### src/sv/tup5_pkg.sv
package tup5_pkg;

	localparam int NUM_REGS    = 8;
	localparam int CFG_AW      = $clog2(NUM_REGS);
	localparam int BYTE_W      = 8;
	localparam int RUN_W       = 7;
	localparam int IDX_W       = 5;
	localparam int OUT_DATA_W  = 40;  // 33 payload bits padded to whole bytes
	localparam int QUEUE_DEPTH = 2;

	localparam logic [31:0] ALPHA_RESET [NUM_REGS] = '{
		32'h6463_6261, 32'h6867_6665, 32'h6C6B_6A69, 32'h706F_6E6D,
		32'h7473_7271, 32'h7877_7675, 32'h2C20_7A79, 32'h222D_3B2E
	};

	typedef enum logic [1:0] {
		PH_IDLE = 2'd0,
		PH_WORD = 2'd1,
		PH_ESC  = 2'd2,
		PH_RUN  = 2'd3
	} phase_t;

	typedef enum logic [1:0] {
		KIND_NONE   = 2'd0,
		KIND_CHAR   = 2'd1,
		KIND_TRIPLE = 2'd2,
		KIND_RUN    = 2'd3
	} kind_t;

	// one classified operation handed from front to back
	typedef struct packed {
		kind_t                 kind;
		logic [2*BYTE_W-1:0]   word;  // held byte in the upper half, current byte below
		logic                  fin;
	} op_t;

endpackage

### src/sv/text_unpack_five_bit_rle_decoder_core.sv
// channel   dir  handshake                      payload
// s_axis    in   s_axis_tvalid / s_axis_tready  tdata: packed_byte; tlast: final_byte
// m_axis    out  m_axis_tvalid / m_axis_tready  tdata: out_kind .. run_length; tlast: end_of_text
// cfg       in   cfg_wr_en                      cfg_addr: register index; cfg_wdata: value
//
// one byte per cycle while the queue is not full; the front classifies it in the
// cycle of its transfer and the result passes through the queue to the back output register
// a two-entry queue between front and back lets each side stall on its own
// reset clears phase, queue and output valid and reloads the default alphabet
// m_axis backpressure fills the queue; s_axis_tready falls only when it is full
module text_unpack_five_bit_rle_decoder_core (
	input  logic                               clk,
	input  logic                               arst_n,
	input  logic                               s_axis_tvalid,
	output logic                               s_axis_tready,
	input  logic [tup5_pkg::BYTE_W-1:0]        s_axis_tdata,  // [7:0] packed_byte
	input  logic                               s_axis_tlast,
	output logic                               m_axis_tvalid,
	input  logic                               m_axis_tready,
	// [1:0] out_kind, [9:2] char_first, [17:10] char_second, [25:18] char_third,
	// [32:26] run_length, [39:33] zero
	output logic [tup5_pkg::OUT_DATA_W-1:0]    m_axis_tdata,
	output logic                               m_axis_tlast,
	input  logic                               cfg_wr_en,
	input  logic [tup5_pkg::CFG_AW-1:0]        cfg_addr,
	input  logic [31:0]                        cfg_wdata
);
	import tup5_pkg::*;

	logic fire;
	logic push;
	logic pop;
	logic full;
	logic empty;
	op_t  push_op;
	op_t  head_op;

	assign s_axis_tready = !full;
	assign fire          = s_axis_tvalid && !full;

	tup5_front u_front (
		.clk     (clk),
		.arst_n  (arst_n),
		.fire    (fire),
		.byte_in (s_axis_tdata),
		.fin     (s_axis_tlast),
		.push    (push),
		.op      (push_op)
	);

	tup5_queue u_queue (
		.clk     (clk),
		.arst_n  (arst_n),
		.push    (push),
		.push_op (push_op),
		.pop     (pop),
		.head_op (head_op),
		.full    (full),
		.empty   (empty)
	);

	tup5_back u_back (
		.clk       (clk),
		.arst_n    (arst_n),
		.cfg_wr_en (cfg_wr_en),
		.cfg_addr  (cfg_addr),
		.cfg_wdata (cfg_wdata),
		.head_op   (head_op),
		.empty     (empty),
		.pop       (pop),
		.out_valid (m_axis_tvalid),
		.out_ready (m_axis_tready),
		.out_data  (m_axis_tdata),
		.out_last  (m_axis_tlast)
	);

endmodule

### src/sv/tup5_front.sv
module tup5_front (
	input  logic                          clk,
	input  logic                          arst_n,
	input  logic                          fire,
	input  logic [tup5_pkg::BYTE_W-1:0]   byte_in,
	input  logic                          fin,
	output logic                          push,
	output tup5_pkg::op_t                 op
);
	import tup5_pkg::*;

	phase_t              phase_q;
	phase_t              phase_next;
	logic [BYTE_W-1:0]   held_q;
	logic                hold_load;

	// next state
	always_comb begin
		phase_next = phase_q;
		hold_load  = 1'b0;
		if (fire) begin
			case (phase_q)
				PH_IDLE: begin
					if (byte_in[BYTE_W-1]) begin
						phase_next = PH_WORD;
						hold_load  = 1'b1;
					end else if (byte_in == '0) begin
						phase_next = PH_ESC;
					end
				end
				PH_WORD: phase_next = PH_IDLE;
				PH_ESC: begin
					if (byte_in[BYTE_W-1]) begin
						phase_next = PH_IDLE;
					end else begin
						phase_next = PH_RUN;
						hold_load  = 1'b1;
					end
				end
				PH_RUN: phase_next = PH_IDLE;
				default: phase_next = PH_IDLE;
			endcase
			// an unfinished sequence is dropped at end of text
			if (fin) begin
				phase_next = PH_IDLE;
			end
		end
	end

	// classified operation
	always_comb begin
		op.kind = KIND_NONE;
		op.word = {held_q, byte_in};
		op.fin  = fin;
		case (phase_q)
			PH_IDLE: begin
				op.word = {{BYTE_W{1'b0}}, byte_in};
				if (!byte_in[BYTE_W-1] && byte_in != '0) begin
					op.kind = KIND_CHAR;
				end
			end
			PH_WORD: op.kind = KIND_TRIPLE;
			PH_ESC: begin
				// quoted literal loses its top bit
				op.word = {{BYTE_W{1'b0}}, 1'b0, byte_in[BYTE_W-2:0]};
				if (byte_in[BYTE_W-1]) begin
					op.kind = KIND_CHAR;
				end
			end
			PH_RUN: op.kind = KIND_RUN;
			default: op.kind = KIND_NONE;
		endcase
		push = fire && (op.kind != KIND_NONE || fin);
	end

	always_ff @(posedge clk or negedge arst_n) begin
		if (!arst_n) begin
			phase_q <= PH_IDLE;
			held_q  <= '0;
		end else begin
			phase_q <= phase_next;
			if (hold_load) begin
				held_q <= byte_in;
			end
		end
	end

`ifndef SYNTHESIS
	a_fin_idle: assert property (@(posedge clk) disable iff (!arst_n)
		fire && fin |=> phase_q == PH_IDLE)
		else $error("phase not idle after end of text");

	a_empty_only_fin: assert property (@(posedge clk) disable iff (!arst_n)
		push && op.kind == KIND_NONE |-> fin)
		else $error("empty operation pushed without end of text");
`endif

endmodule

### src/sv/tup5_queue.sv
module tup5_queue (
	input  logic            clk,
	input  logic            arst_n,
	input  logic            push,
	input  tup5_pkg::op_t   push_op,
	input  logic            pop,
	output tup5_pkg::op_t   head_op,
	output logic            full,
	output logic            empty
);
	import tup5_pkg::*;

	localparam int PTR_W = $clog2(QUEUE_DEPTH);

	op_t              entry_q [QUEUE_DEPTH];
	logic [PTR_W-1:0] wr_ptr_q;
	logic [PTR_W-1:0] rd_ptr_q;
	logic [PTR_W:0]   count_q;

	assign full    = count_q == (PTR_W+1)'(QUEUE_DEPTH);
	assign empty   = count_q == '0;
	assign head_op = entry_q[rd_ptr_q];

	always_ff @(posedge clk) begin
		if (push) begin
			entry_q[wr_ptr_q] <= push_op;
		end
	end

	always_ff @(posedge clk or negedge arst_n) begin
		if (!arst_n) begin
			wr_ptr_q <= '0;
			rd_ptr_q <= '0;
			count_q  <= '0;
		end else begin
			if (push) begin
				wr_ptr_q <= wr_ptr_q + 1'b1;
			end
			if (pop) begin
				rd_ptr_q <= rd_ptr_q + 1'b1;
			end
			case ({push, pop})
				2'b10:   count_q <= count_q + 1'b1;
				2'b01:   count_q <= count_q - 1'b1;
				default: count_q <= count_q;
			endcase
		end
	end

`ifndef SYNTHESIS
	a_no_overflow: assert property (@(posedge clk) disable iff (!arst_n)
		full |-> !push)
		else $error("queue overflow");

	a_count_bound: assert property (@(posedge clk) disable iff (!arst_n)
		count_q <= (PTR_W+1)'(QUEUE_DEPTH))
		else $error("queue count out of range");
`endif

endmodule

### src/sv/tup5_back.sv
module tup5_back (
	input  logic                              clk,
	input  logic                              arst_n,
	input  logic                              cfg_wr_en,
	input  logic [tup5_pkg::CFG_AW-1:0]       cfg_addr,
	input  logic [31:0]                       cfg_wdata,
	input  tup5_pkg::op_t                     head_op,
	input  logic                              empty,
	output logic                              pop,
	output logic                              out_valid,
	input  logic                              out_ready,
	output logic [tup5_pkg::OUT_DATA_W-1:0]   out_data,
	output logic                              out_last
);
	import tup5_pkg::*;

	logic [NUM_REGS-1:0][31:0] alpha_q;
	logic                      valid_q;
	logic [OUT_DATA_W-1:0]     data_q;
	logic                      last_q;

	kind_t             kind;
	logic [BYTE_W-1:0] c1;
	logic [BYTE_W-1:0] c2;
	logic [BYTE_W-1:0] c3;
	logic [RUN_W-1:0]  run;

	function automatic logic [BYTE_W-1:0] alpha_entry(
		input logic [NUM_REGS-1:0][31:0] regs,
		input logic [IDX_W-1:0]          idx
	);
		logic [31:0] r;
		r = regs[idx[IDX_W-1:2]];
		return r[{idx[1:0], 3'b000} +: BYTE_W];
	endfunction

	assign pop = !empty && (!valid_q || out_ready);

	always_comb begin
		kind = head_op.kind;
		c1   = '0;
		c2   = '0;
		c3   = '0;
		run  = '0;
		case (kind)
			KIND_CHAR: c1 = head_op.word[BYTE_W-1:0];
			KIND_TRIPLE: begin
				c1 = alpha_entry(alpha_q, head_op.word[14:10]);
				c2 = alpha_entry(alpha_q, head_op.word[9:5]);
				c3 = alpha_entry(alpha_q, head_op.word[4:0]);
			end
			KIND_RUN: begin
				c1  = head_op.word[BYTE_W-1:0];
				run = head_op.word[BYTE_W +: RUN_W];
			end
			default: c1 = '0;
		endcase
	end

	always_ff @(posedge clk or negedge arst_n) begin
		if (!arst_n) begin
			for (int i = 0; i < NUM_REGS; i++) begin
				alpha_q[i] <= ALPHA_RESET[i];
			end
		end else if (cfg_wr_en) begin
			alpha_q[cfg_addr] <= cfg_wdata;
		end
	end

	always_ff @(posedge clk or negedge arst_n) begin
		if (!arst_n) begin
			valid_q <= 1'b0;
		end else if (pop) begin
			valid_q <= 1'b1;
		end else if (out_ready) begin
			valid_q <= 1'b0;
		end
	end

	always_ff @(posedge clk) begin
		if (pop) begin
			data_q <= {7'b0, run, c3, c2, c1, kind};
			last_q <= head_op.fin;
		end
	end

	assign out_valid = valid_q;
	assign out_data  = data_q;
	assign out_last  = last_q;

`ifndef SYNTHESIS
	a_none_is_last: assert property (@(posedge clk) disable iff (!arst_n)
		valid_q && data_q[1:0] == KIND_NONE |-> last_q)
		else $error("empty result without end of text");
`endif

endmodule
### config.mk
export PLATFORM = sky130hd
export DESIGN_NAME = text_unpack_five_bit_rle_decoder_core
export DESIGN_NICKNAME = d
export VERILOG_FILES = /design/src/sv/tup5_pkg.sv /design/src/sv/text_unpack_five_bit_rle_decoder_core.sv /design/src/sv/tup5_front.sv /design/src/sv/tup5_queue.sv /design/src/sv/tup5_back.sv
export SDC_FILE = /design/constraint.sdc
export NUM_CORES = 1
export LEC_CHECK = 0
export BUFFER_PORTS_ARGS = -buffer_cell sky130_fd_sc_hd__buf_2
export CAP_MARGIN = 5
export CORE_MARGIN = 1
export CORE_UTILIZATION = 40
export CTS_CLUSTER_SIZE = 12
export DETAILED_ROUTE_END_ITERATION = 12
export PLACE_DENSITY_LB_ADDON = 0.15
export RECOVER_POWER = 50
export SLEW_MARGIN = 15
export SYNTH_ARGS = -nofsm -noshare
export SYNTH_HDL_FRONTEND = slang
export SYNTH_SLANG_ARGS = --single-unit
### constraint.sdc
create_clock -name clk -period 5.59 [get_ports clk]
set_input_delay 0.8385 -clock clk [delete_from_list [all_inputs] [get_ports clk]]
set_output_delay 0.8385 -clock clk [all_outputs]
set_load 0.01 [all_outputs]
==> metrics.txt <==
clock-pin slew on the worst setup and hold paths=approximately 60 ps; number of setup violations in the final report=0; leakage power total=roughly 8.7 nW; Seq pwr share=33.1%; Buf/Inv on CP=0; required arrival time at the worst endpoint=~6000 ps; Peak supply drop=0.391 mV; crit start category=flip-flop; maximum number of pins on one net before global-route repair=113; primary flip-flop cell chosen by synthesis mapping=dfrtp_1; Yosys warning count=0; Clock Skew=about 30 ps; number of buffers added by the clock tree synthesis step=39; critical path, cell by cell=a32oi_1, nor2b_1, o21ai_0, o32ai_1, a31o_2; port buffer count=84; total count of max-transition violations in the final report=313; number of hold-slack violations in the final timing report=0; violated checks=max-capacitance violations, max-slew violations; worst setup path start=u_queue.rd_ptr_q; detailed-routing iteration count for the pre-antenna-repair pass=6; worst-path cell with the longest stage delay=nor2b_1; clock network latency to the later pin of the worst-skew pair=580 ps; cells on worst reg2reg path=5; register-to-register setup slack=1720 ps; count of distinct cell types in the synthesized netlist=66; crit path max fanout=45; minimum hold slack=452 ps; register bit count reported by yosys=between 300 and 400; power density relative to cell area=about 550 nW/um2; fraction of power spent switching nets=between 40% and 50%; clock tree sinks=340; routed length per instance=30.5 um; commonest cells after routing, fill and taps aside=265 x mux2_2, 189 x nand2_1, 138 x dfrtp_1; Top Ports=92; Clock Tree Buf Depth=3; result of the run=finished, violations left; post-synthesis instance total=1,674; Final TNS setup=0 ps; max frequency=0.259 GHz; max-cap violation count=7; via total after detailed routing=between 15,000 and 20,000; Die Wd=228 um; total of hold buffers inserted after clock tree synthesis=0; setup repair after global routing missed its margin=no; Combinational Power Share=~45%; largest stage delay on the critical path=1070 ps; final worst path period share=between 60 and 70%; die height=approximately 230 um; Hold Path Stages=2; end of the worst register-to-register path=u_back.out_data[9]; area growth from synthesis to final layout=11.9%; net load switching power=roughly 5 mW; DRT antenna net count=0; number of antenna violations at the first check in global routing=4; final routed DRC violation total=0; CTS tree=yes; Clock Root Buffer=clkbuf_16; min cycle time layout=approximately 3900 ps; Worst path top cell family by delay=compound AO/OA/AOI/OAI gates; actual slew at the worst max-slew pin=3230 ps; arrival time reported for the critical path endpoint=4300 ps; Min-Delay Endpoint=u_back.out_valid; # Post-CTS Setup Buffers=0; global-route total usage across every layer=28.2%; sum of overflow across all layers after global routing=0; H-tree depth=2; CTS-repair resized insts=0; internal power contribution=about 7.5 mW; ratio of routed vias to standard cells=6.57; launch point of the worst reg-to-reg path=u_queue.rd_ptr_q; async set-or-reset flop fraction in the synthesized netlist=between 70 and 80%; vias in the first global route=15,600; fraction of layout cells with a size suffix above 1=between 40% and 50%; Post-Route WL=73,600 um; startpoint of the most critical hold path=m_axis_tready; starting DRC count in detailed routing=2,015; Layout Nets=1,756; part of the Yosys area used for sequential elements=44.0%; Post-synth EDFFs=70; Max-slew headroom=-115%; class of the worst hold path=input pin to flip-flop; nature of the critical path endpoint=flip-flop; half-perimeter wire length after detailed placement=~44,000 um; placeable core area=50,400 um2; Mapped Avg Cell Area=12.2 um2; clock group share of total power=between 20% and 30%; site row count=82; global-route wire length before repair=109,000 um; most common cell after layout, fill and taps aside=mux2_2; combined area of all synthesized cells=20,500 um2; die area=52,100 um2; category of the critical setup timing path=flip-flop to flip-flop; starting density of the core=40.7%; global placement routability congestion=0.873
[metal layers]
| layer | share of wire, % | GRT usage (%) | routed length, um |
|---|---|---|---|
| met1 | 42 | 39.2 | 30600 |
| met2 | 44 | 42.5 | 32700 |
| met3 | 9.5 | 6.34 | 6980 |
| met4 | 4.4 | 11.7 | 3260 |
| met5 | 0.018 | 0 | 13 |
[state kept, by name, summed over array words and instances, names as in the netlist]
| signal | flops |
|---|---|
| u_front.phase_q | 2 |
| u_back.alpha_q | 256 |
| u_queue.wr_ptr_q | 1 |
| u_queue.rd_ptr_q | 1 |
| u_back.out_valid | 1 |
| u_queue.entry_q | 36 |
| u_front.held_q | 7 |
| u_queue.count_q | 2 |
| u_back.out_data | 33 |
| u_back.out_last | 1 |
[per-stage QoR]
stage,instance area [um2],power [mW],cells,setup WS (ps),utilization (%)
detailed placement,21600,9.79,2337,1850,42.9
finish,22900,12.6,2411,1720,45.5
global placement,21600,9.73,2337,1880,42.9
CTS,23000,12.6,2409,1800,45.6
floorplan,20500,7.81,1680,2050,-
global route,22900,13.2,2409,1720,45.5
[Yosys cell counts, types with 6 or more instances]
library cell	instances	area (um2)
mux4_2	137	3090
a21oi_1	97	485
a22oi_1	74	556
a211oi_1	59	443
buf_4	12	90.1
nor3_1	8	40.0
a221oi_1	12	105
a31oi_1	25	156
o22ai_1	11	68.8
nor2_1	33	124
buf_6	6	67.6
o21ai_0	45	225
o32ai_1	9	78.8
a221o_1	8	80.1
o31ai_1	16	120
buf_1	10	37.5
a21o_1	18	135
and2_1	8	50.1
o2111ai_1	7	61.3
inv_1	16	60.1
mux2i_1	16	160
nor2b_1	19	119
edfxtp_1	70	2100
clkbuf_1	56	210
nand2b_1	7	43.8
nand2_1	189	709
nand3_1	31	155
a22o_1	9	78.8
mux2_2	268	3020
dfstp_2	131	3440
dfrtp_1	139	3480
buf_2	66	330
[cell type report]
cell class	count	area, um2
fillers	4594	27400
multi-input cells	1174	10800
flip-flops and latches	340	9030
clock buffers	63	1210
well taps	672	841
repair buffers	135	823
clock inverters	9	139
inverters	16	60.1
diodes	2	5.00
[worst max-delay path by stage]
stage                                endpoint  depth (start not counted)
after floorplan            u_queue.count_q[1]                          5
after global placement     u_back.out_data[9]                          5
after detailed placement   u_back.out_data[9]                          5
after CTS                  u_back.out_data[9]                          5
after global routing      u_back.out_data[11]                          7
final                      u_back.out_data[9]                          5
[logic make-up after synthesis]
family                     count (synthesis)  share of synthesized area (%)
and+or+nand+nor                          309                           6.57
muxes                                    423                           30.7
other                                      1                         0.0183
buffers and inverters                    166                           3.88
DFF                                      340                           44.0
adders and majority gates                  1                         0.0611
AOI/OAI and AO/OA                        428                           14.4
xor gates and xnor gates                   6                          0.257
[power groups by stage]
| stage | Combinational (mW) | Clock (mW) | Sequential (mW) |
|---|---|---|---|
| after CTS | 5.64 | 2.77 | 4.14 |
| after detailed placement | 5.62 | 0 | 4.17 |
| after floorplan | 3.93 | 0 | 3.87 |
| after global routing | 6.03 | 2.86 | 4.27 |
| final | 5.72 | 2.71 | 4.18 |
| after global placement | 5.57 | 0 | 4.16 |
(Power assumes the default switching activity.)
